## src/design/tcw_addr_unit.sv

```systemverilog
// tcw_addr_unit: shared row/column to linear cell address unit.
// No dependencies.

module tcw_addr_unit #(
    parameter int COLUMNS = 80,
    parameter int ROWS    = 25
) (
    input  logic [$clog2(ROWS)-1:0]          row,
    input  logic [$clog2(COLUMNS)-1:0]       col,
    output logic [$clog2(COLUMNS*ROWS)-1:0]  addr
);

    localparam int AW = $clog2(COLUMNS * ROWS);

    logic [31:0] prod;

    assign prod = 32'(row) * 32'(COLUMNS) + 32'(col);
    assign addr = prod[AW-1:0];

endmodule

```

## config.mk

```make
export PLATFORM = sky130hd
export DESIGN_NAME = tcw_addr_unit
export DESIGN_NICKNAME = d
export VERILOG_FILES = /design/src/design/tcw_addr_unit.sv
export SDC_FILE = /design/constraint.sdc
export NUM_CORES = 1
export LEC_CHECK = 0
export CORE_AREA = 2 2 39 41
export DETAILED_ROUTE_END_ITERATION = 8
export DIE_AREA = 0 0 41 43
export DONT_BUFFER_PORTS = 1
export SLEW_MARGIN = 20
export SYNTH_ARGS = -nofsm -noshare
export SYNTH_HDL_FRONTEND = slang
export SYNTH_SLANG_ARGS = --single-unit
```

## constraint.sdc

```tcl
create_clock -name vclk -period 2.53
set_input_delay 0.1265 -clock vclk [all_inputs]
set_output_delay 0.1265 -clock vclk [all_outputs]
set_load 0.02 [all_outputs]
```

==> results.md, run 1 <==
- Run status: finished clean
- Number of input and output port buffers inserted: 0
- Number of buffers inserted by hold repair at cts: 0
- Vias post-DR: 191
- Leak Pwr: roughly 0.15 nW
- Part of the Yosys area used for sequential elements: 0
- Worst path cell trace: ha_1, ha_1, fa_1, xor2_1, nand4_1, xnor2_1, xnor2_1
- Share of cells above drive strength 1: 0
- Library cell occupying the most area in the post-synthesis netlist: sky130_fd_sc_hd__ha_1
- Element type at the critical path end: output port
- Warnings, synthesis: 0
- Placed instance area: 284 um^2
- Crit path max-delay cell type: sky130_fd_sc_hd__xnor2_1
- Setup repair after global routing missed its margin: no
- Layout overhead on the synthesized area: -3.40%
- Fill cell total of the finished layout: roughly 160
- Highest Clock Rate: about 490 MHz
- Delay of the slowest cell on the worst path: ~0.40 ns
- DIE HEIGHT: ~43 um
- Per-cell via count in the routed design: 4.44
- Max-cap check violation count: 0
- Final hold violations: 0
- Comb pwr share: 1.000
- Wl on met1: roughly 160 um
- Area of the mapped netlist: about 290 um^2
- Fraction of power consumed by the clock network: 0
- Total core area: roughly 1400 um^2
- Max Fanout on Critical Path: 3
- Post-Route Setup TNS: 0 ns
- Critical path buffers and inverters: 0
- Die Span X: 41 um
- Post-route fraction of the period consumed by the critical path: 0.808
- Post-route design area: 284 um^2
- Final critical path time including I/O delays and setup: 2.04 ns
- Number of failing setup endpoints in the final timing report: 0
- Total power divided by cell area: 376 nW/um^2
- Most area-consuming cells after synthesis: sky130_fd_sc_hd__ha_1, sky130_fd_sc_hd__fa_1, sky130_fd_sc_hd__xnor2_1
- Net Sw Frac: 0.661
- Wire length of the first global-routing pass: between 700 and 800 um
- Sequential Area: 0 um^2
- Highest metal layer with signal wires: met3
- Share of the synthesized area in the top cell type: 0.383
- Starting density of the core: 0.212
- Final antenna-violating net count: 0
- Aggregate global-route resource usage: 0.0591
- Worst Setup Path Type: in2out
- Count of buffers added by post-CTS timing repair for setup: 0
- First-pass DRT Iterations: 3
- Launching element type of the critical path: primary input
- Sequential Power Share: 0
- WL met2: roughly 250 um
- Per-cell routed wire length: roughly 11 um
- Sequential cell count of the final layout: 0
- Initial detailed-routing violation count: 3
- Internal portion of total power: ~36 uW
- Number of top-level pins: 23
- Number of instances in the synthesized netlist: 31
- Met3 Routed Length: ~79 um
- Clock buf count: 0
- Total wirelength of the detailed-routed design: approximately 490 um
- Actual slew at the worst max-slew pin: about 0.5 ns
- Worst path required time: around 2.4 ns
- Area occupied by multi-input gates: about 260 um^2
- Number of gates given a new drive strength after cts: 0
- Post-route total power: 107 uW
- Data arrival, critical path: 1.92 ns
- Total congestion overflow: 0
- Distinct cell type count of the synthesized netlist: 10
- Avg Synthesized Cell Area: 9.48 um^2
- Number of placement rows: 14
- N_diodes: 0
- Worst VDD drop: about 0.11 mV
- Net count after synthesis: between 50 and 60
- Top delay family on crit path: adder cells
- Power spent charging and discharging nets: about 71 uW
- Count of nets after finishing: 52
- Number of DRC violations after detailed routing: 0
- Number of global-route vias before repair: 200
- GP Congestion: a little under 0.7
- Pin count of the biggest net entering global routing: 5
- Die ar.: about 1800 um^2
- Relative slew margins: 0.664
- Slew Viols, Final: 0
- Initial antenna violation count: 0
- Classification of the worst-slack hold path: in2out
[final cells by class]
type                            count  area share
Multi-Input combinational cell     27       0.930
Tap cell                           16      0.0705
[per-layer routing]
layer	vias to the layer above	track usage
met5	-	0
met4	0	0
met3	0	0.0209
met2	8	0.116
met1	86	0.0575
li1	97	-
[Yosys cell counts]
cell	instances
sky130_fd_sc_hd__nand2_1	2
sky130_fd_sc_hd__buf_4	4
sky130_fd_sc_hd__nor2_1	1
sky130_fd_sc_hd__a21o_1	3
sky130_fd_sc_hd__fa_1	2
sky130_fd_sc_hd__a21oi_1	2
sky130_fd_sc_hd__nand4_1	1
sky130_fd_sc_hd__xor2_1	3
sky130_fd_sc_hd__xnor2_1	4
sky130_fd_sc_hd__ha_1	9
[kinds of logic after synthesis]
logic type | share of synthesized area
fa+ha+maj | 0.519
buf+inv | 0.102
xor+xnor | 0.209
simple gates | 0.0596
compound gates | 0.111
[final timing paths]
check              start        to  slack (ns)  cells after the start
setup / recovery  row[1]  addr[10]        0.49                      7
hold / removal    col[2]   addr[2]        0.25                      0
[power by group through the flow]
stage	Clock (mW)	Sequential, mW	Combinational, mW
after floorplan	0	0	0.106
after global placement	0	0	0.107
after detailed placement	0	0	0.108
after CTS	0	0	0.108
after global routing	0	0	0.120
final	0	0	0.107
[placed cells by master (no fill, tap or decap)]
cell type,count
sky130_fd_sc_hd__nand4_1,1
sky130_fd_sc_hd__fa_1,2
sky130_fd_sc_hd__xnor2_1,4
sky130_fd_sc_hd__xor2_1,3
sky130_fd_sc_hd__ha_1,9
sky130_fd_sc_hd__a21oi_1,2
sky130_fd_sc_hd__nand2_1,2
sky130_fd_sc_hd__a21o_1,3
sky130_fd_sc_hd__nor2_1,1
[metrics by stage]
stage          setup WS, ns  hold slack, ns  std cells   util
6_report              0.486           0.253         43  0.205
5_1_grt               0.351           0.253         43  0.205
3_5_place_dp          0.479           0.253         43  0.205
3_3_place_gp          0.486           0.253         43  0.205
2_1_floorplan         0.562           0.366         31      -
4_1_cts               0.468           0.253         43  0.205
Power figures use the tool's default switching activity.
==> inputs of run 2 (changes only) <==
- ABC_AREA: default -> 1
- clock period: 2.53 -> 2 ns (I/O delays scaled with it)
==> run 2 against run 1 <==
  * Count of clock-buffer cells in the layout unchanged
  * Core utilization increased by 5.4 points
  * Routed wire length increased by 42%
  * Combinational power increased by 38%
  * Power increased by 38%
  * Die area unchanged
  * Critical endpoint unchanged
  * Highest routed layer unchanged
==> results.md, run 2 <==
- Die Span X: 41 um (unchanged)
- Fraction of the mapped netlist area in adder cells: 0.414 (-0.106)
- Cells on Worst Hold Path: 0 (unchanged)
- Total wirelength of the detailed-routed design: 688 um (+42%)
- Part of the Yosys area used for sequential elements: 0 (unchanged)
- Avg Synthesized Cell Area: 6.71 um^2 (-29%)
- Wire length of the first global-routing pass: 1230 um (+55%)
- HP Start: col[1]
- Most area-consuming cells after synthesis: sky130_fd_sc_hd__ha_1, sky130_fd_sc_hd__nand2_1, sky130_fd_sc_hd__nand3_1
- Sequential Area: 0 um^2 (unchanged)
- Run status: finished clean
- Data arrival, critical path: 1.73 ns (-0.19 ns)
- Slew Viols, Final: 0 (unchanged)
- Number of DRC violations after detailed routing: 0 (unchanged)
- Fill cell total of the finished layout: 170 (+9.7%)
- Net count after synthesis: 78 (+44%)
- Library cell occupying the most area in the post-synthesis netlist: sky130_fd_sc_hd__ha_1
- Total core area: 1380 um^2 (unchanged)
- Worst Setup Path Type: in2out
- Initial antenna violation count: 0 (unchanged)
- Post-route total power: 148 uW (+38%)
- Final antenna-violating net count: 0 (unchanged)
- Area of the mapped netlist: 369 um^2 (+26%)
- Worst hold endpoint: addr[1]
- Pin count of the biggest net entering global routing: 7 (+2)
- Highest Clock Rate: about 550 MHz
- Launch point of the worst path: row[1]
- Die ar.: 1760 um^2 (unchanged)
- Aggregate global-route resource usage: 0.0933 (+0.0342)
- Initial detailed-routing violation count: 1 (-2)
- Warnings, synthesis: 0 (unchanged)
- Actual slew at the worst max-slew pin: 0.479 ns (-0.0218 ns)
- First-pass DRT Iterations: 4 (+1)
- Per-cell via count in the routed design: 4.82 (+8.5%)
- Vias post-DR: 323 (+69%)
- Number of buffers inserted by hold repair at cts: 0 (unchanged)
- Setup repair after global routing missed its margin: no
- Number of input and output port buffers inserted: 0 (unchanged)
- Number of top-level pins: 23 (unchanged)
- Count of nets after finishing: 76 (+46%)
- Total congestion overflow: 0 (unchanged)
- Number of placement rows: 14 (unchanged)
- Number of failing setup endpoints in the final timing report: 0 (unchanged)
- Launching element type of the critical path: primary input
- Number of instances in the synthesized netlist: 55 (+77%)
- List of most frequent post-synthesis cells: sky130_fd_sc_hd__nand2_1, sky130_fd_sc_hd__ha_1, sky130_fd_sc_hd__nand3_1
- Fraction of synthesized cell area in xor and xnor cells: 0.0712 (-0.137)
- Highest-count cells in the layout ignoring fill and taps: sky130_fd_sc_hd__nand2_1, sky130_fd_sc_hd__nand3_1, sky130_fd_sc_hd__ha_1
- Post-route fraction of the period consumed by the critical path: 0.913
- Share of the synthesized area in the top cell type: 0.305 (-0.0779)
- Number of global-route vias before repair: 303 (+52%)
- Post-Route Setup TNS: 0 ns (unchanged)
- Final core utilization: 0.259 (+0.0542)
- DIE HEIGHT: 43 um (unchanged)
- Element type at the critical path end: output port
- Relative slew margins: 0.678 (+0.0147)
- Final hold violations: 0 (unchanged)
- Distinct cell type count of the synthesized netlist: 12 (+2)
- Layout overhead on the synthesized area: -2.71%
- Final critical path time including I/O delays and setup: between 1.5 and 2 ns
- GP Congestion: 0.690 (+0.20%)
- Max-cap check violation count: 0 (unchanged)
- Share of cells above drive strength 1: 0.0196 (+0.0196)
- N_diodes: 0 (unchanged)
- Per-cell routed wire length: 10.3 um (-9.0%)
- Count of buffers added by post-CTS timing repair for setup: 0 (unchanged)
- Total power divided by cell area: 412 nW/um^2 (+9.5%)
- Sequential cell count of the final layout: 0 (unchanged)
- Worst VDD drop: 0.185 mV (+65%)
- Half-perimeter wire length after placement: around 660 um
- Classification of the worst-slack hold path: in2out
- Simple-gate share of the synthesized area: 0.349 (+0.290)
- Largest family of logic cells by synthesized area: adder cells
- Leak Pwr: 0.202 nW (+36%)
- Worst path required time: 1.90 ns (-0.50 ns)
- Starting density of the core: 0.267 (+0.0542)
- Number of gates given a new drive strength after cts: 0 (unchanged)
- Mux contribution to synthesized area: 0 (unchanged)
- Synthesized-area fraction occupied by ao, oa, aoi and oai cells: 0.0136 (-0.0971)
- Max Fanout on Critical Path: 4 (+1)
- Most common cell in the netlist: sky130_fd_sc_hd__nand2_1
- Clock buf count: 0 (unchanged)
- Most common cell after layout, fill and taps aside: sky130_fd_sc_hd__nand2_1
## run 2: changes by cell type in the layout (fill, tap and decap cells not counted), sizes merged
cell   delta
xnor2     -3
a21oi     -1
nand2    +15
xor2      -1
a21o      -3
nand3    +10
inv       +7
## run 2: layout make-up
cell class	count	area, um^2	share of cell area
multi-input cells	44	313	0.871
well taps	16	20.0	0.0557
inverters	7	26.3	0.0732
## run 2: cell families after synthesis
logic type	count (synthesis)
simple gates	29
fa+ha+maj	11
xor+xnor	3
compound gates	1
buf+inv	11
## run 2: power breakdown
group	total [mW]	switching, mW	internal [mW]	leakage, nW
Sequential	0	0	0	0
Clock	0	0	0	0
Combinational	0.148	0.101	0.0465	0.202
Total	0.148	0.101	0.0465	0.202
## run 2: worst max-delay path by stage
stage / end / slack (ns)
5_1_grt: addr[10] / 0.06
4_1_cts: addr[10] / 0.16
6_report: addr[10] / 0.17
3_5_place_dp: addr[10] / 0.17
3_3_place_gp: addr[10] / 0.16
2_1_floorplan: addr[10] / 0.29
## run 2: through the flow
stage	hold slack [ns]	std cells	worst slack, ns	area (um^2)
2_1_floorplan	0.313	55	0.290	369
3_3_place_gp	0.200	67	0.163	359
3_5_place_dp	0.200	67	0.173	359
4_1_cts	0.200	67	0.160	359
5_1_grt	0.200	67	0.0604	359
6_report	0.200	67	0.174	359
## run 2: layer usage
metal,vias up,share of wire,GRT usage
met5,-,0,0
met2,14,0.50,0.156
met3,0,0.10,0.00524
met4,0,0,0
met1,140,0.40,0.135
li1,169,-,-
## run 2: critical path, stage by stage
cell                      delay [ns]
sky130_fd_sc_hd__ha_1           0.27
sky130_fd_sc_hd__ha_1           0.22
sky130_fd_sc_hd__fa_1           0.54
sky130_fd_sc_hd__nand2_1        0.07
sky130_fd_sc_hd__inv_1          0.11
sky130_fd_sc_hd__nand3_1        0.08
sky130_fd_sc_hd__nor2_1         0.09
sky130_fd_sc_hd__nand3_1        0.07
sky130_fd_sc_hd__nand2_1        0.18
==> inputs of run 3 (changes only) <==
- CORE_AREA: 2 2 39 41 -> default
- CORE_MARGIN: default -> 2
- CORE_UTILIZATION: default -> 25
- DIE_AREA: 0 0 41 43 -> default
==> run 3 against run 2 <==
  * Global-route usage is 2.2 points lower
  * Critical path depth stayed put
  * Fmax hardly changed
  * Count of clock-buffer cells in the layout stayed put
  * Combinational power is 5% higher
==> results.md, run 3 (synthesis gave the netlist of run 2 again) <==
- Run status: finished clean
- Number of DRC violations after detailed routing: 0 (unchanged)
- Max Fanout on Critical Path: 4 (unchanged)
- Starting density of the core: 0.277 (+0.0100)
- Launching element type of the critical path: primary input
- Fill cell total of the finished layout: 156 (-8.2%)
- Final hold violations: 0 (unchanged)
- Element type at the critical path end: output port
- Aggregate global-route resource usage: 0.0711 (-0.0222)
- Count of nets after finishing: 77 (+1.3%)
- Sequential Area: 0 um^2 (unchanged)
- Crit path max-delay cell type: sky130_fd_sc_hd__fa_1
- Number of input and output port buffers inserted: 0 (unchanged)
- Total core area: 1330 um^2 (-3.6%)
- Max-cap check violation count: 0 (unchanged)
- HP Start: col[1]
- Data arrival, critical path: 1.73 ns (about the same)
- Final antenna-violating net count: 0 (unchanged)
- Initial antenna violation count: 0 (unchanged)
- Worst path cell trace: ha_1, ha_1, fa_1, nand2_1, inv_1, nand3_1, nor2_1, nand3_1, nand2_1
- Classification of the worst-slack hold path: in2out
- Die Span X: 42.4 um (+3.5%)
- Worst path required time: 1.90 ns (about the same)
- Per-cell routed wire length: 9.54 um (-7.1%)
- Worst hold endpoint: addr[1]
- Slew Viols, Final: 0 (unchanged)
- N_diodes: 0 (unchanged)
- Relative slew margins: 0.693 (+0.0150)
- Vias post-DR: 303 (-6.2%)
- Per-cell via count in the routed design: 4.52 (-6.2%)
- Number of global-route vias before repair: 274 (-9.6%)
- Number of buffers inserted by hold repair at cts: 0 (unchanged)
- Worst Setup Path Type: in2out
- Half-perimeter wire length after placement: 598 um (-8.7%)
- Total power divided by cell area: 427 nW/um^2 (+3.5%)
- Sequential cell count of the final layout: 0 (unchanged)
- Worst setup slack before clock tree synthesis: 0.184 ns (+0.0113 ns)
- Total wirelength of the detailed-routed design: 639 um (-7.1%)
- Most common cell after layout, fill and taps aside: sky130_fd_sc_hd__nand2_1
- Count of buffers added by post-CTS timing repair for setup: 0 (unchanged)
- Layout overhead on the synthesized area: -1.02%
- Highest Clock Rate: 547 MHz (about the same)
- Final critical-path setup slack: 0.173 ns (-0.00102 ns)
- Die ar.: 1800 um^2 (+2.1%)
- Number of failing setup endpoints in the final timing report: 0 (unchanged)
- Cells on Worst Hold Path: 0 (unchanged)
- Share of cells above drive strength 1: 0.0385 (+0.0189)
- Wire length of the first global-routing pass: 1060 um (-14%)
- Final critical path time including I/O delays and setup: 1.83 ns (+0.00102 ns)
- Area occupied by multi-input gates: 313 um^2 (unchanged)
- Post-Route Setup TNS: 0 ns (unchanged)
- Initial detailed-routing violation count: 5 (+4)
- Clock buf count: 0 (unchanged)
- DIE HEIGHT: 42.4 um (-1.3%)
- First-pass DRT Iterations: 2 (-2)
- Number of placement rows: 13 (-1)
- Delay of the slowest cell on the worst path: 0.53 ns (about the same)
- Actual slew at the worst max-slew pin: 0.459 ns (-0.0205 ns)
- Number of gates given a new drive strength after cts: 0 (unchanged)
- Post-route fraction of the period consumed by the critical path: 0.914 (about the same)
- GP Congestion: 0.711 (+3.0%)
- Worst VDD drop: 0.198 mV (+7.4%)
- Leak Pwr: 0.206 nW (+2.4%)
- Number of top-level pins: 23 (unchanged)
- Total congestion overflow: 0 (unchanged)
- Highest-count cells in the layout ignoring fill and taps: sky130_fd_sc_hd__nand2_1, sky130_fd_sc_hd__nand3_1, sky130_fd_sc_hd__ha_1
- Pin count of the biggest net entering global routing: 7 (unchanged)
- Setup repair after global routing missed its margin: no
-- run 3: cell types whose count changed in the layout (fill, tap and decap cells not counted), sizes merged --
cell	previous run	this run
buf	0	1
-- run 3: critical path, delay by kind of cell --
family,cells,cell delay (ns)
and+or+nand+nor,5,0.50
buffers and inverters,1,0.10
adders and majority gates,3,1.02
-- run 3: routing by layer --
metal	vias up	share of wire	wire, um	track usage
met2	7	0.50	321	0.132
met1	125	0.40	253	0.0765
met3	0	0.099	63	0.0259
met4	0	0	0	0.0125
met5	-	0	0	0
li1	171	-	-	-
-- run 3: worst max path at each step --
stage,from,to,slack [ns],depth (start not counted)
after global placement,row[1],addr[10],0.19,9
after floorplan,row[1],addr[10],0.29,9
after CTS,row[1],addr[10],0.17,9
final,row[1],addr[10],0.17,9
after global routing,row[1],addr[10],0.07,9
after detailed placement,row[1],addr[10],0.18,9
-- run 3: where the power goes --
group	internal [mW]	total, mW	switching [mW]
registers	0	0	0
clock network	0	0	0
logic	0.0541	0.156	0.102
-- run 3: final cells by class --
class	instances	share of cell area
Timing Repair Buffer	1	0.0205
Inverter	7	0.0719
Tap cell	15	0.0514
Multi-Input combinational cell	44	0.856
-- run 3: through the flow --
stage / cells / hold slack [ns] / cell area (um^2) / power (mW) / utilization
CTS: 67 / 0.200 / 365 / 0.158 / 0.274
detailed placement: 67 / 0.200 / 365 / 0.157 / 0.274
global placement: 67 / 0.200 / 365 / 0.157 / 0.274
global route: 67 / 0.200 / 365 / 0.174 / 0.274
floorplan: 55 / 0.313 / 369 / 0.142 / -
finish: 67 / 0.200 / 365 / 0.156 / 0.274
