### config.mk
export PLATFORM = sky130hd
export DESIGN_NAME = tcw_ctrl
export DESIGN_NICKNAME = d
export VERILOG_FILES = /design/src/design/tcw_pkg.sv /design/src/design/tcw_ctrl.sv
export SDC_FILE = /design/constraint.sdc
export NUM_CORES = 1
export LEC_CHECK = 0
export BUFFER_PORTS_ARGS = -buffer_cell sky130_fd_sc_hd__buf_2
export CORE_MARGIN = 2
export CORE_UTILIZATION = 45
export CTS_CLUSTER_SIZE = 28
export DETAILED_ROUTE_END_ITERATION = 6
export GPL_ROUTABILITY_DRIVEN = 1
export GPL_TIMING_DRIVEN = 1
export PLACE_DENSITY = 0.71
export SLEW_MARGIN = 5
export SYNTH_ARGS = -nofsm -noshare
export SYNTH_HDL_FRONTEND = slang
export SYNTH_SLANG_ARGS = --single-unit
### constraint.sdc
create_clock -name clk -period 7.87 [get_ports clk]
set_input_delay 0.787 -clock clk [delete_from_list [all_inputs] [get_ports clk]]
set_output_delay 0.787 -clock clk [all_outputs]
set_load 0.01 [all_outputs]
### src/design/tcw_pkg.sv
// tcw_pkg: shared types and fixed constants for the text console writer.
// No dependencies.

package tcw_pkg;

    localparam int OP_W       = 2;
    localparam int CHAR_W     = 8;
    localparam int ATTR_W     = 8;
    localparam int CELL_W     = CHAR_W + ATTR_W;
    localparam int ROW_OUT_W  = 5;
    localparam int COL_OUT_W  = 7;
    localparam int LIN_OUT_W  = 11;

    localparam logic [OP_W-1:0] OP_PUT   = 2'd0;
    localparam logic [OP_W-1:0] OP_READ  = 2'd1;
    localparam logic [OP_W-1:0] OP_CLEAR = 2'd2;

    localparam logic [CHAR_W-1:0] CH_BS    = 8'h08;
    localparam logic [CHAR_W-1:0] CH_TAB   = 8'h09;
    localparam logic [CHAR_W-1:0] CH_LF    = 8'h0A;
    localparam logic [CHAR_W-1:0] CH_CR    = 8'h0D;
    localparam logic [CHAR_W-1:0] CH_BLANK = 8'h20;

    localparam logic [ATTR_W-1:0] ATTR_RESET = 8'h07;

    // result handed from the sequencer to the output register
    typedef struct packed {
        logic [ROW_OUT_W-1:0] row;
        logic [COL_OUT_W-1:0] col;
        logic [LIN_OUT_W-1:0] linear;
        logic                 rd_hit;
    } tcw_res_t;

endpackage

### src/design/tcw_ctrl.sv
// tcw_ctrl: operation sequencer with cursor, clear, tab and scroll sweeps.
// Depends on tcw_pkg; drives tcw_screen_ram and tcw_addr_unit.

module tcw_ctrl #(
    parameter int COLUMNS  = 80,
    parameter int ROWS     = 25,
    parameter int TAB_STOP = 8
) (
    input  logic                                clk,
    input  logic                                rst_n,
    input  logic                                in_valid,
    output logic                                in_ready,
    input  logic [tcw_pkg::OP_W-1:0]            operation,
    input  logic [tcw_pkg::CHAR_W-1:0]          char_code,
    input  logic [4:0]                          cell_row,
    input  logic [6:0]                          cell_col,
    input  logic [tcw_pkg::ATTR_W-1:0]          fill_attr,
    input  logic [tcw_pkg::ATTR_W-1:0]          text_attr,
    output logic [$clog2(ROWS)-1:0]             addr_row,
    output logic [$clog2(COLUMNS)-1:0]          addr_col,
    input  logic [$clog2(COLUMNS*ROWS)-1:0]     addr,
    output logic                                wr_en,
    output logic [$clog2(COLUMNS*ROWS)-1:0]     wr_addr,
    output logic [tcw_pkg::CELL_W-1:0]          wr_data,
    output logic                                rd_en,
    output logic [$clog2(COLUMNS*ROWS)-1:0]     rd_addr,
    input  logic [tcw_pkg::CELL_W-1:0]          rd_data,
    output logic                                res_valid,
    input  logic                                res_ready,
    output tcw_pkg::tcw_res_t                   res
);

    localparam int RW    = $clog2(ROWS);
    localparam int CW    = $clog2(COLUMNS);
    localparam int CELLS = COLUMNS * ROWS;
    localparam int AW    = $clog2(CELLS);
    localparam int PW    = $clog2(TAB_STOP);

    localparam logic [RW-1:0] LAST_ROW   = RW'(ROWS - 1);
    localparam logic [CW-1:0] LAST_COL   = CW'(COLUMNS - 1);
    localparam logic [PW-1:0] LAST_PHASE = PW'(TAB_STOP - 1);
    localparam logic [PW-1:0] WRAP_PHASE = PW'((COLUMNS - 1) % TAB_STOP);
    localparam logic [AW-1:0] LAST_CELL  = AW'(CELLS - 1);
    localparam logic [AW-1:0] ROW_CELLS  = AW'(COLUMNS);
    localparam logic [AW-1:0] FILL_START = AW'((ROWS - 1) * COLUMNS);

    typedef enum logic [7:0] {
        ST_IDLE   = 8'b0000_0001,
        ST_WRITE  = 8'b0000_0010,
        ST_BLANK  = 8'b0000_0100,
        ST_CLEAR  = 8'b0000_1000,
        ST_SCROLL = 8'b0001_0000,
        ST_DRAIN  = 8'b0010_0000,
        ST_SFILL  = 8'b0100_0000,
        ST_DONE   = 8'b1000_0000
    } state_t;

    state_t                        state_reg, state_next;
    logic [RW-1:0]                 row_reg, row_next;
    logic [CW-1:0]                 col_reg, col_next;
    logic [PW-1:0]                 phase_reg, phase_next;
    logic [AW-1:0]                 cnt_reg, cnt_next;
    logic                          pend_reg, pend_next;
    logic [AW-1:0]                 pend_addr_reg, pend_addr_next;
    logic                          tab_reg, tab_next;
    logic                          hit_reg, hit_next;
    logic [tcw_pkg::CHAR_W-1:0]    char_reg, char_next;
    logic [tcw_pkg::ATTR_W-1:0]    fill_reg, fill_next;
    logic [PW-1:0]                 phase_inc;
    logic                          read_in_range;
    logic [31:0]                   row_ext;
    logic [31:0]                   col_ext;
    logic [31:0]                   lin_ext;

    assign phase_inc     = (phase_reg == LAST_PHASE) ? '0 : phase_reg + PW'(1);
    assign read_in_range = (32'(cell_row) < ROWS) && (32'(cell_col) < COLUMNS);

    assign in_ready  = (state_reg == ST_IDLE);
    assign addr_row  = in_ready ? RW'(32'(cell_row)) : row_reg;
    assign addr_col  = in_ready ? CW'(32'(cell_col)) : col_reg;

    assign row_ext    = 32'(row_reg);
    assign col_ext    = 32'(col_reg);
    assign lin_ext    = 32'(addr);
    assign res_valid  = (state_reg == ST_DONE);
    assign res.row    = row_ext[tcw_pkg::ROW_OUT_W-1:0];
    assign res.col    = col_ext[tcw_pkg::COL_OUT_W-1:0];
    assign res.linear = lin_ext[tcw_pkg::LIN_OUT_W-1:0];
    assign res.rd_hit = hit_reg;

    always_comb
    begin
        state_next     = state_reg;
        row_next       = row_reg;
        col_next       = col_reg;
        phase_next     = phase_reg;
        cnt_next       = cnt_reg;
        pend_next      = 1'b0;
        pend_addr_next = pend_addr_reg;
        tab_next       = tab_reg;
        hit_next       = hit_reg;
        char_next      = char_reg;
        fill_next      = fill_reg;
        wr_en          = pend_reg;
        wr_addr        = pend_addr_reg;
        wr_data        = rd_data;
        rd_en          = 1'b0;
        rd_addr        = addr;

        case (state_reg)
            ST_IDLE:
            begin
                if (in_valid)
                begin
                    hit_next   = 1'b0;
                    state_next = ST_DONE;
                    case (operation)
                        tcw_pkg::OP_PUT:
                        begin
                            case (char_code)
                                tcw_pkg::CH_LF:
                                begin
                                    col_next   = '0;
                                    phase_next = '0;
                                    if (row_reg == LAST_ROW)
                                    begin
                                        cnt_next   = ROW_CELLS;
                                        state_next = ST_SCROLL;
                                    end
                                    else
                                    begin
                                        row_next = row_reg + RW'(1);
                                    end
                                end
                                tcw_pkg::CH_BS:
                                begin
                                    char_next = tcw_pkg::CH_BLANK;
                                    if (col_reg != '0)
                                    begin
                                        col_next   = col_reg - CW'(1);
                                        phase_next = (phase_reg == '0) ? LAST_PHASE
                                                                       : phase_reg - PW'(1);
                                        state_next = ST_BLANK;
                                    end
                                    else if (row_reg != '0)
                                    begin
                                        row_next   = row_reg - RW'(1);
                                        col_next   = LAST_COL;
                                        phase_next = WRAP_PHASE;
                                        state_next = ST_BLANK;
                                    end
                                end
                                tcw_pkg::CH_CR:
                                begin
                                    col_next   = '0;
                                    phase_next = '0;
                                end
                                tcw_pkg::CH_TAB:
                                begin
                                    char_next  = tcw_pkg::CH_BLANK;
                                    tab_next   = 1'b1;
                                    state_next = ST_WRITE;
                                end
                                default:
                                begin
                                    char_next  = char_code;
                                    tab_next   = 1'b0;
                                    state_next = ST_WRITE;
                                end
                            endcase
                        end
                        tcw_pkg::OP_READ:
                        begin
                            hit_next = read_in_range;
                            rd_en    = read_in_range;
                        end
                        tcw_pkg::OP_CLEAR:
                        begin
                            fill_next  = fill_attr;
                            cnt_next   = '0;
                            row_next   = '0;
                            col_next   = '0;
                            phase_next = '0;
                            state_next = ST_CLEAR;
                        end
                        default:
                        begin
                            state_next = ST_DONE;
                        end
                    endcase
                end
            end
            ST_WRITE:
            begin
                wr_en   = 1'b1;
                wr_addr = addr;
                wr_data = {text_attr, char_reg};
                if (col_reg == LAST_COL)
                begin
                    col_next   = '0;
                    phase_next = '0;
                    if (row_reg == LAST_ROW)
                    begin
                        cnt_next   = ROW_CELLS;
                        state_next = ST_SCROLL;
                    end
                    else
                    begin
                        row_next   = row_reg + RW'(1);
                        state_next = ST_DONE;
                    end
                end
                else
                begin
                    col_next   = col_reg + CW'(1);
                    phase_next = phase_inc;
                    if (!tab_reg || phase_inc == '0)
                    begin
                        state_next = ST_DONE;
                    end
                end
            end
            ST_BLANK:
            begin
                wr_en      = 1'b1;
                wr_addr    = addr;
                wr_data    = {text_attr, char_reg};
                state_next = ST_DONE;
            end
            ST_CLEAR:
            begin
                wr_en   = 1'b1;
                wr_addr = cnt_reg;
                wr_data = {fill_reg, tcw_pkg::CH_BLANK};
                cnt_next = cnt_reg + AW'(1);
                if (cnt_reg == LAST_CELL)
                begin
                    state_next = ST_DONE;
                end
            end
            ST_SCROLL:
            begin
                // read one row down, write it back one row up in the following cycle
                rd_en          = 1'b1;
                rd_addr        = cnt_reg;
                pend_next      = 1'b1;
                pend_addr_next = cnt_reg - ROW_CELLS;
                cnt_next       = cnt_reg + AW'(1);
                if (cnt_reg == LAST_CELL)
                begin
                    state_next = ST_DRAIN;
                end
            end
            ST_DRAIN:
            begin
                cnt_next   = FILL_START;
                state_next = ST_SFILL;
            end
            ST_SFILL:
            begin
                wr_en    = 1'b1;
                wr_addr  = cnt_reg;
                wr_data  = {text_attr, tcw_pkg::CH_BLANK};
                cnt_next = cnt_reg + AW'(1);
                if (cnt_reg == LAST_CELL)
                begin
                    state_next = ST_DONE;
                end
            end
            ST_DONE:
            begin
                if (res_ready)
                begin
                    state_next = ST_IDLE;
                end
            end
            default:
            begin
                state_next = ST_IDLE;
            end
        endcase
    end

    always_ff @(posedge clk or negedge rst_n)
    begin
        if (!rst_n)
        begin
            state_reg <= ST_IDLE;
            row_reg   <= '0;
            col_reg   <= '0;
            phase_reg <= '0;
            pend_reg  <= 1'b0;
            hit_reg   <= 1'b0;
        end
        else
        begin
            state_reg <= state_next;
            row_reg   <= row_next;
            col_reg   <= col_next;
            phase_reg <= phase_next;
            pend_reg  <= pend_next;
            hit_reg   <= hit_next;
        end
    end

    always_ff @(posedge clk)
    begin
        cnt_reg       <= cnt_next;
        pend_addr_reg <= pend_addr_next;
        tab_reg       <= tab_next;
        char_reg      <= char_next;
        fill_reg      <= fill_next;
    end

endmodule

==> results.toml, run 1 <==
[logic_synthesis]
ys_ff_latch = 64
avgSynthCellArea_sq_um = 8.986
synth_fp_nets = 616
yosysMostFrequentCell = "nand2_1"
synth_top_family_by_area = "simple AND/OR/NAND/NOR gates"
synth_xor_area_frac = 0.02194
ys_seq_area_frac = 0.3754
synth_commonest_cells = "nand2_1 (70), edfxtp_1 (39), nor2_1 (32)"
ys_warn_count = 0
synth_area_sq_um = 4790
synth_area_leaders = "edfxtp_1 (24%), dfrtp_1 (13%), nand2_1 (5.5%)"
synth-main-ff-cell = "edfxtp_1"
yosys.area_share.simple = 0.2487
synth_top_area_frac = 0.2445
async_reset_ff_frac = 0.3906
synth_area_leader_cell = "edfxtp_1"
yosys.area_share.adder = 0.03657
synthDistinctLibCells = 67
synth_cells = 533
synth_edf_count = 39
muxShareOfSynthArea = 0.01646
synth_compound_area_frac = 0.2346

[setup_path]
critical_path_required_ns = 7.08
crit_fanout = 21
start_kind = "flop"
critical_path_arrival_ns = 3.22
cp-end-kind = "output port"
crit_type = "reg2out"

[global_routing]
grt_usage = 0.2441
grt_pass1_vias = 4375
grt-ovfl-total = 0
antenna_found_initial = 0
grt_max_degree = 27
grt_pass1_wl_mm = 22.32

[final_layout]
diodes = 0
stdcell_count = 784
syn2layout_area_growth_pct = 19.36
fin_util = 0.5538
drive_above_1_share = 0.2917
nNetsFinal = 726

[clock_network]
cts_tree = "built"
clk_pin_slew_ns = 0.09
cts.sinks = 64
holdBufCountCts = 0
cts_max_level = 3
cts_buffer_depth = 2
root_buffer = "clkbuf_8"
cts-resized-gates = 0
cts-buffers-inserted = 9
postCtsSetupRepairBufs = 0
clk_latency_ns = 0.35

[outcome]
status = "completed"

[floorplanning]
ios = 147
start_util = 0.4639
die_y_microns = 107.2
die_w_microns = 107.2
rows = 37
core_area_sq_um = 10320
dieArea_sq_um = 11480

[route]
num_vias = 4657
final_antenna_net_count = 0
wl_per_cell_microns = 17.82
drc = 0
dr.first_iter.drc_count = 563
first_pass_iters = 5
via_per_inst = 5.940
routed_wl_mm = 13.97

[place]
gp_congestion = 0.9434
io_buffers = 146
dp.cells = 768
dpl.hpwl_mm = 10.34

[power_and_ir_drop]
vdd_ir_drop_max_mv = 0.1763
powerDensity_nw_per_um2 = 292.7
p_leak_uw = 0.002662
finalPower_uw = 1673

[timing]
maxSlewHeadroom = 0.2651
fin_setup_tns_ns = 0
min_period_ns = 4.005
setup_viol = 0
max_slew.worst_pin.slew_ns = 1.094
hold_slack_ns = 0.4335
fmax_mhz = 249.7
slew_viol_final = 0
hold_viol_final = 0
period_share = 0.5089
skew_ns = 0.01783
rsz0062_at_grt = "false"

[run]
maxCapViolations = 0

[hold_path]
hp-class = "in2async"
-- critical path: stages (launching register included) --
cell	delay, ns
dfrtp_1	0.52
nor4_4	0.48
nand4b_1	0.80
clkinv_1	0.73
nand2_1	0.12
nand2_1	0.08
buf_2	0.13
-- cell type report --
| cell class | count | area, sq um |
|---|---|---|
| Multi-Input combinational cell | 402 | 2683 |
| Timing Repair Buffer | 148 | 745.7 |
| Tap cell | 136 | 170.2 |
| Clock buffer | 10 | 137.6 |
| Clock inverter | 6 | 115.1 |
| Sequential cell | 64 | 1798 |
| Inverter | 18 | 67.56 |
| Fill cell | 951 | 4607 |
-- cells in the final DEF, fill, tap and decap left out, types with 6 or more instances in the layout --
master / instances
buf_2: 146
nand2_1: 70
edfxtp_1: 39
nor2_1: 32
a22o_1: 28
dfrtp_1: 24
a21oi_1: 23
o21ai_0: 22
nand3_1: 21
a21o_1: 20
inv_1: 17
ha_1: 14
a31oi_1: 12
nor3_1: 12
clkbuf_8: 10
and3_1: 7
nand2b_1: 7
mux2_2: 7
xor2_1: 6
a211oi_1: 6
nor4_1: 6
o211ai_1: 6
xnor2_1: 6
or3_1: 6
and2_1: 6
-- path summary, 6_finish.rpt --
path,cells after the start,startpoint,end,slack (ns)
setup / recovery,6,state_reg[7]$_DFFE_PN0P_,rd_addr[7],3.86
hold / removal,1,rst_n,col_reg[4]$_DFFE_PN0P_,0.43
setup reg to reg,6,state_reg[7]$_DFFE_PN0P_,cnt_reg[1]$_DFFE_PP_,4.42
hold reg to reg,2,hit_reg$_DFFE_PN0P_,hit_reg$_DFFE_PN0P_,0.49
max in group asynchronous,1,rst_n,row_reg[4]$_DFFE_PN0P_,7.01
min in group clk,2,hit_reg$_DFFE_PN0P_,hit_reg$_DFFE_PN0P_,0.49
-- routing by layer --
layer  global-route usage  vias up  wire length (microns)
li1                     -     2212                      -
met1               0.3260     2194                   6142
met2               0.4024      230                   6558
met3              0.03343       21                    999
met4              0.09184        0                    269
met5                    0        -                      0
-- power breakdown --
group          internal (uW)  switching (uW)
registers                438             122
clock network            221             142
logic                    325             427
-- cells by family after synthesis --
group / count (synthesis)
buffers and inverters: 67
DFF: 64
xor gates and xnor gates: 12
muxes: 7
adders and majority gates: 14
and+or+nand+nor: 213
AOI/OAI and AO/OA: 156
-- through the flow --
step / setup WS, ns / instance area (sq um)
finish: 3.865 / 5717
floorplan: 4.927 / 4790
global placement: 4.432 / 5464
detailed placement: 4.289 / 5464
CTS: 3.906 / 5717
global route: 3.618 / 5717
No activity file was read; power rests on OpenSTA's default activity.
==> run 2, diff against run 1 <==
Settings changed: PLACE_DENSITY 0.71 to 0.74.
Clock period 7.87 ns to 3.5 ns, I/O delays scaled along.
==> results.toml, run 2 (synthesis gave the netlist of run 1 again) <==
[floorplanning]
die_y_microns = 107.2
core_area_sq_um = 10320
die_w_microns = 107.2
rows = 37
ios = 147
dieArea_sq_um = 11480
start_util = 0.4639

[power_and_ir_drop]
powerDensity_nw_per_um2 = 625.4
finalPower_uw = 3568
p_leak_uw = 0.002665
vdd_ir_drop_max_mv = 0.3462

[clock_network]
root_buffer = "clkbuf_8"
clk_latency_ns = 0.35
clk_pin_slew_ns = 0.08
cts-resized-gates = 0
cts_max_level = 3
cts_tree = "built"
postCtsSetupRepairBufs = 0
holdBufCountCts = 0
cts-buffers-inserted = 9
cts.sinks = 64
cts_buffer_depth = 2

[final_layout]
seq_area_sq_um = 1798
diodes = 0
drive_above_1_share = 0.2942
layout_commonest_cell = "buf_2"
syn2layout_area_growth_pct = 19.12
fin_util = 0.5527
layout_common_cells = "buf_2 (146), nand2_1 (70), edfxtp_1 (39)"
multi_input_area_sq_um = 2683
n_fill_cell = 939
nNetsFinal = 734

[global_routing]
grt-ovfl-total = 0
grt_pass1_vias = 4251
grt_usage = 0.2360
grt_max_degree = 26
antenna_found_initial = 0
grt_pass1_wl_mm = 21.47

[run]
maxCapViolations = 0

[outcome]
status = "completed"

[timing]
hold_viol_final = 0
hold_slack_ns = 0.007760
maxSlewHeadroom = 0.4563
period_share = 0.9261
min_period_ns = 3.241
fmax_mhz = 308.5
skew_ns = 0.01252
fin_ws_ns = 0.2587
slew_viol_final = 0
max_slew.worst_pin.slew_ns = 0.8120
setup_viol = 0
rsz0062_at_grt = "false"
fin_setup_tns_ns = 0

[route]
routed_wl_mm = 13.57
via_per_inst = 5.934
drc = 0
dr.first_iter.drc_count = 469
first_pass_iters = 5
wl_per_cell_microns = 17.14
final_antenna_net_count = 0
num_vias = 4700

[setup_path]
critical_path_required_ns = 3.15
cp-end-kind = "output port"
crit_fanout = 15
crit_type = "reg2out"
slowest_stage = "dfrtp_1"
max_stage_delay_ns = 0.52
critical_path_arrival_ns = 2.89
crit_buf_inv = 2
path_cells = "nor4_4 -> and4b_1 -> nor2_1 -> buf_4 -> a221o_1 -> buf_2"
start_kind = "flop"
crit_family = "simple AND/OR/NAND/NOR gates"

[place]
gp_congestion = 0.9053
dpl.hpwl_mm = 10.23
io_buffers = 146
post-place-ws_ns = 0.6725

[hold_path]
hp-class = "in2async"
## run 2: changes by cell type in the layout (fill, tap and decap cells not counted)
cell,change
buf_4,+8
bufinv_16,-2
clkbuf_1,+3
clkbuf_8,-1
clkinv_1,+1
clkinv_2,+1
clkinv_4,-1
inv_6,-1
## run 2: path summary, 6_finish.rpt
check	from	to	slack (ns)	cells after the start
setup / recovery	state_reg[7]$_DFFE_PN0P_	wr_addr[5]	0.26	6
hold / removal	rst_n	col_reg[0]$_DFFE_PN0P_	0.008	1
setup reg to reg	col_reg[0]$_DFFE_PN0P_	state_reg[7]$_DFFE_PN0P_	0.89	7
hold reg to reg	hit_reg$_DFFE_PN0P_	hit_reg$_DFFE_PN0P_	0.49	2
max in group asynchronous	rst_n	state_reg[2]$_DFFE_PN0P_	3.08	1
min in group clk	fill_attr[6]	fill_reg[6]$_DFFE_PP_	0.18	1
## run 2: final cells by class
class | count | share of cell area
Inverter | 18 | 0.01184
Sequential cell | 64 | 0.3151
Clock inverter | 4 | 0.008114
Tap cell | 136 | 0.02982
Timing Repair Buffer | 156 | 0.1412
Clock buffer | 12 | 0.02368
Multi-Input combinational cell | 402 | 0.4702
## run 2: power by group
part           switching, uW  total (uW)  internal (uW)
logic                    958        1710            751
clock network            280         607            326
registers                267        1250            986
total                   1510        3570           2060
## run 2: stage by stage
| step | std cells | instance area, sq um |
|---|---|---|
| 4_1_cts | 792 | 5705 |
| 2_1_floorplan | 533 | 4790 |
| 6_report | 792 | 5705 |
| 5_1_grt | 792 | 5705 |
| 3_3_place_gp | 776 | 5524 |
| 3_5_place_dp | 776 | 5524 |
## run 2: worst reg2reg max path, delay by kind of cell, from the launching register on
kind / cells / cell delay (ns)
compound gates: 3 / 0.76
buf+inv: 1 / 0.14
fa+ha+maj: 1 / 0.23
simple gates: 2 / 0.92
flops: 1 / 0.46
## run 2: routing by layer
metal  share of wire  vias up  track usage  wire length (microns)
li1                -     2236            -                      -
met1            0.43     2210       0.3158                   5855
met2            0.47      235       0.3901                   6425
met3           0.080       19      0.04134                   1092
met4           0.015        0      0.07143                    199
met5               0        -            0                      0
==> run 3, diff against run 2 <==
Settings changed: PLACE_DENSITY 0.74 to 0.71.
Clock period 3.5 ns to 3.25 ns, I/O delays scaled along.
==> results.toml, run 3 (synthesis gave the netlist of run 1 again) <==
[power_and_ir_drop]
finalPower_uw = 3976
vdd_ir_drop_max_mv = 0.4601
powerDensity_nw_per_um2 = 690.0
p_leak_uw = 0.002685

[timing]
slew_viol_final = 0
max_slew.worst_pin.slew_ns = 0.7946
min_period_ns = 2.985
fmax_mhz = 335.1
hold_viol_final = 0
period_share = 0.9183
maxSlewHeadroom = 0.4703
setup_viol = 0
hold_slack_ns = 0.1523
skew_ns = 0.01152
fin_setup_tns_ns = 0
rsz0062_at_grt = "false"

[clock_network]
cts-buffers-inserted = 9
clk_pin_slew_ns = 0.08
cts_buffer_depth = 2
postCtsSetupRepairBufs = 0
cts_max_level = 3
clk_latency_ns = 0.35
cts_tree = "built"
cts.sinks = 64
root_buffer = "clkbuf_8"

[place]
dpl_cell_area_sq_um = 5517
dpl.hpwl_mm = 10.09
io_buffers = 146
gp_congestion = 0.9169

[floorplanning]
dieArea_sq_um = 11480
rows = 37
die_y_microns = 107.2
core_area_sq_um = 10320
ios = 147
die_w_microns = 107.2
start_util = 0.4639

[setup_path]
path_cells = "nor4_4 -> nand4b_1 -> buf_4 -> clkinv_1 -> nand2_1 -> nand2_1 -> buf_2"
crit_fanout = 21
critical_path_arrival_ns = 2.66
worst_path_most_repeated_cell = "nand2_1"
crit_type = "reg2out"
critical_path_required_ns = 2.92
cp-end-kind = "output port"
start_kind = "flop"
slowest_stage = "dfrtp_1"
max_stage_delay_ns = 0.53

[route]
num_vias = 4761
routed_wl_mm = 13.73
final_antenna_net_count = 0
dr.first_iter.drc_count = 584
first_pass_iters = 7
drc = 0
via_per_inst = 6.011
wl_per_cell_microns = 17.34

[final_layout]
layout_commonest_cell = "buf_2"
layout_common_cells = "buf_2 (146), nand2_1 (69), edfxtp_1 (39)"
diodes = 0
drive_above_1_share = 0.3018
nNetsFinal = 734
syn2layout_area_growth_pct = 20.30
fin_area_sq_um = 5762
n_fill_cell = 916

[global_routing]
grt_pass1_wl_mm = 21.74
grt-ovfl-total = 0
grt_max_degree = 26
antenna_found_initial = 0
grt_usage = 0.2376
grt_pass1_vias = 4293

[hold_path]
hp-class = "in2reg"

[outcome]
status = "completed"

[run]
maxCapViolations = 0
[run 3: repair_timing]
item / in CTS / in global routing
hold buffers: 1 / 0
endpoints found under the setup margin: 4 / 4
pin swaps: 0 / 0
resized for setup: 1 / 1
endpoints found under the hold margin: 5 / 0
[run 3: where the power goes]
| part | switching (uW) | total (uW) | internal, uW |
|---|---|---|---|
| Clock | 331 | 786 | 455 |
| Combinational | 1020 | 1830 | 808 |
| Sequential | 296 | 1360 | 1060 |
| Total | 1650 | 3980 | 2320 |
[run 3: final cells by class]
cell class | instances | area [sq um] | area share
multi-input cells | 402 | 2688 | 0.4664
repair buffers | 156 | 808.3 | 0.1403
clock inverters | 6 | 92.59 | 0.01607
flip-flops and latches | 64 | 1798 | 0.3121
clock buffers | 10 | 137.6 | 0.02389
well taps | 136 | 170.2 | 0.02953
inverters | 18 | 67.56 | 0.01173
[run 3: path summary, 6_finish.rpt]
| check | startpoint | depth (start not counted) | slack, ns | to |
|---|---|---|---|---|
| worst min register to register | hit_reg$_DFFE_PN0P_ | 2 | 0.51 | hit_reg$_DFFE_PN0P_ |
| max in group asynchronous | rst_n | 2 | 2.30 | state_reg[3]$_DFFE_PN0P_ |
| worst max-delay path | state_reg[7]$_DFFE_PN0P_ | 7 | 0.27 | rd_addr[8] |
| worst min-delay path | fill_attr[1] | 1 | 0.15 | fill_reg[1]$_DFFE_PP_ |
| worst max register to register | state_reg[7]$_DFFE_PN0P_ | 7 | 0.65 | cnt_reg[5]$_DFFE_PP_ |
| min in group asynchronous | rst_n | 2 | 0.53 | col_reg[2]$_DFFE_PN0P_ |
[run 3: worst max-delay path, delay by kind of cell, from the launching register on]
| kind | cells | cell delay (ns) |
|---|---|---|
| buffers and inverters | 3 | 0.78 |
| flip-flops | 1 | 0.53 |
| AND/OR/NAND/NOR | 4 | 0.99 |
[run 3: routing by layer]
layer | part of all wire | global-route usage | vias to the layer above | wire length, microns
met5 | 0 | 0 | - | 0
met4 | 0.019 | 0.06957 | 0 | 265
met3 | 0.072 | 0.04073 | 25 | 988
met2 | 0.47 | 0.3942 | 236 | 6446
met1 | 0.44 | 0.3184 | 2260 | 6032
li1 | - | - | 2240 | -
[run 3: metrics by stage]
step             util  worst slack [ns]  std cells
6_report       0.5581            0.2654        792
4_1_cts        0.5579            0.1763        792
2_1_floorplan       -            0.3068        533
3_5_place_dp   0.5344            0.3752        775
3_3_place_gp   0.5344            0.4956        775
5_1_grt        0.5581           0.02413        792
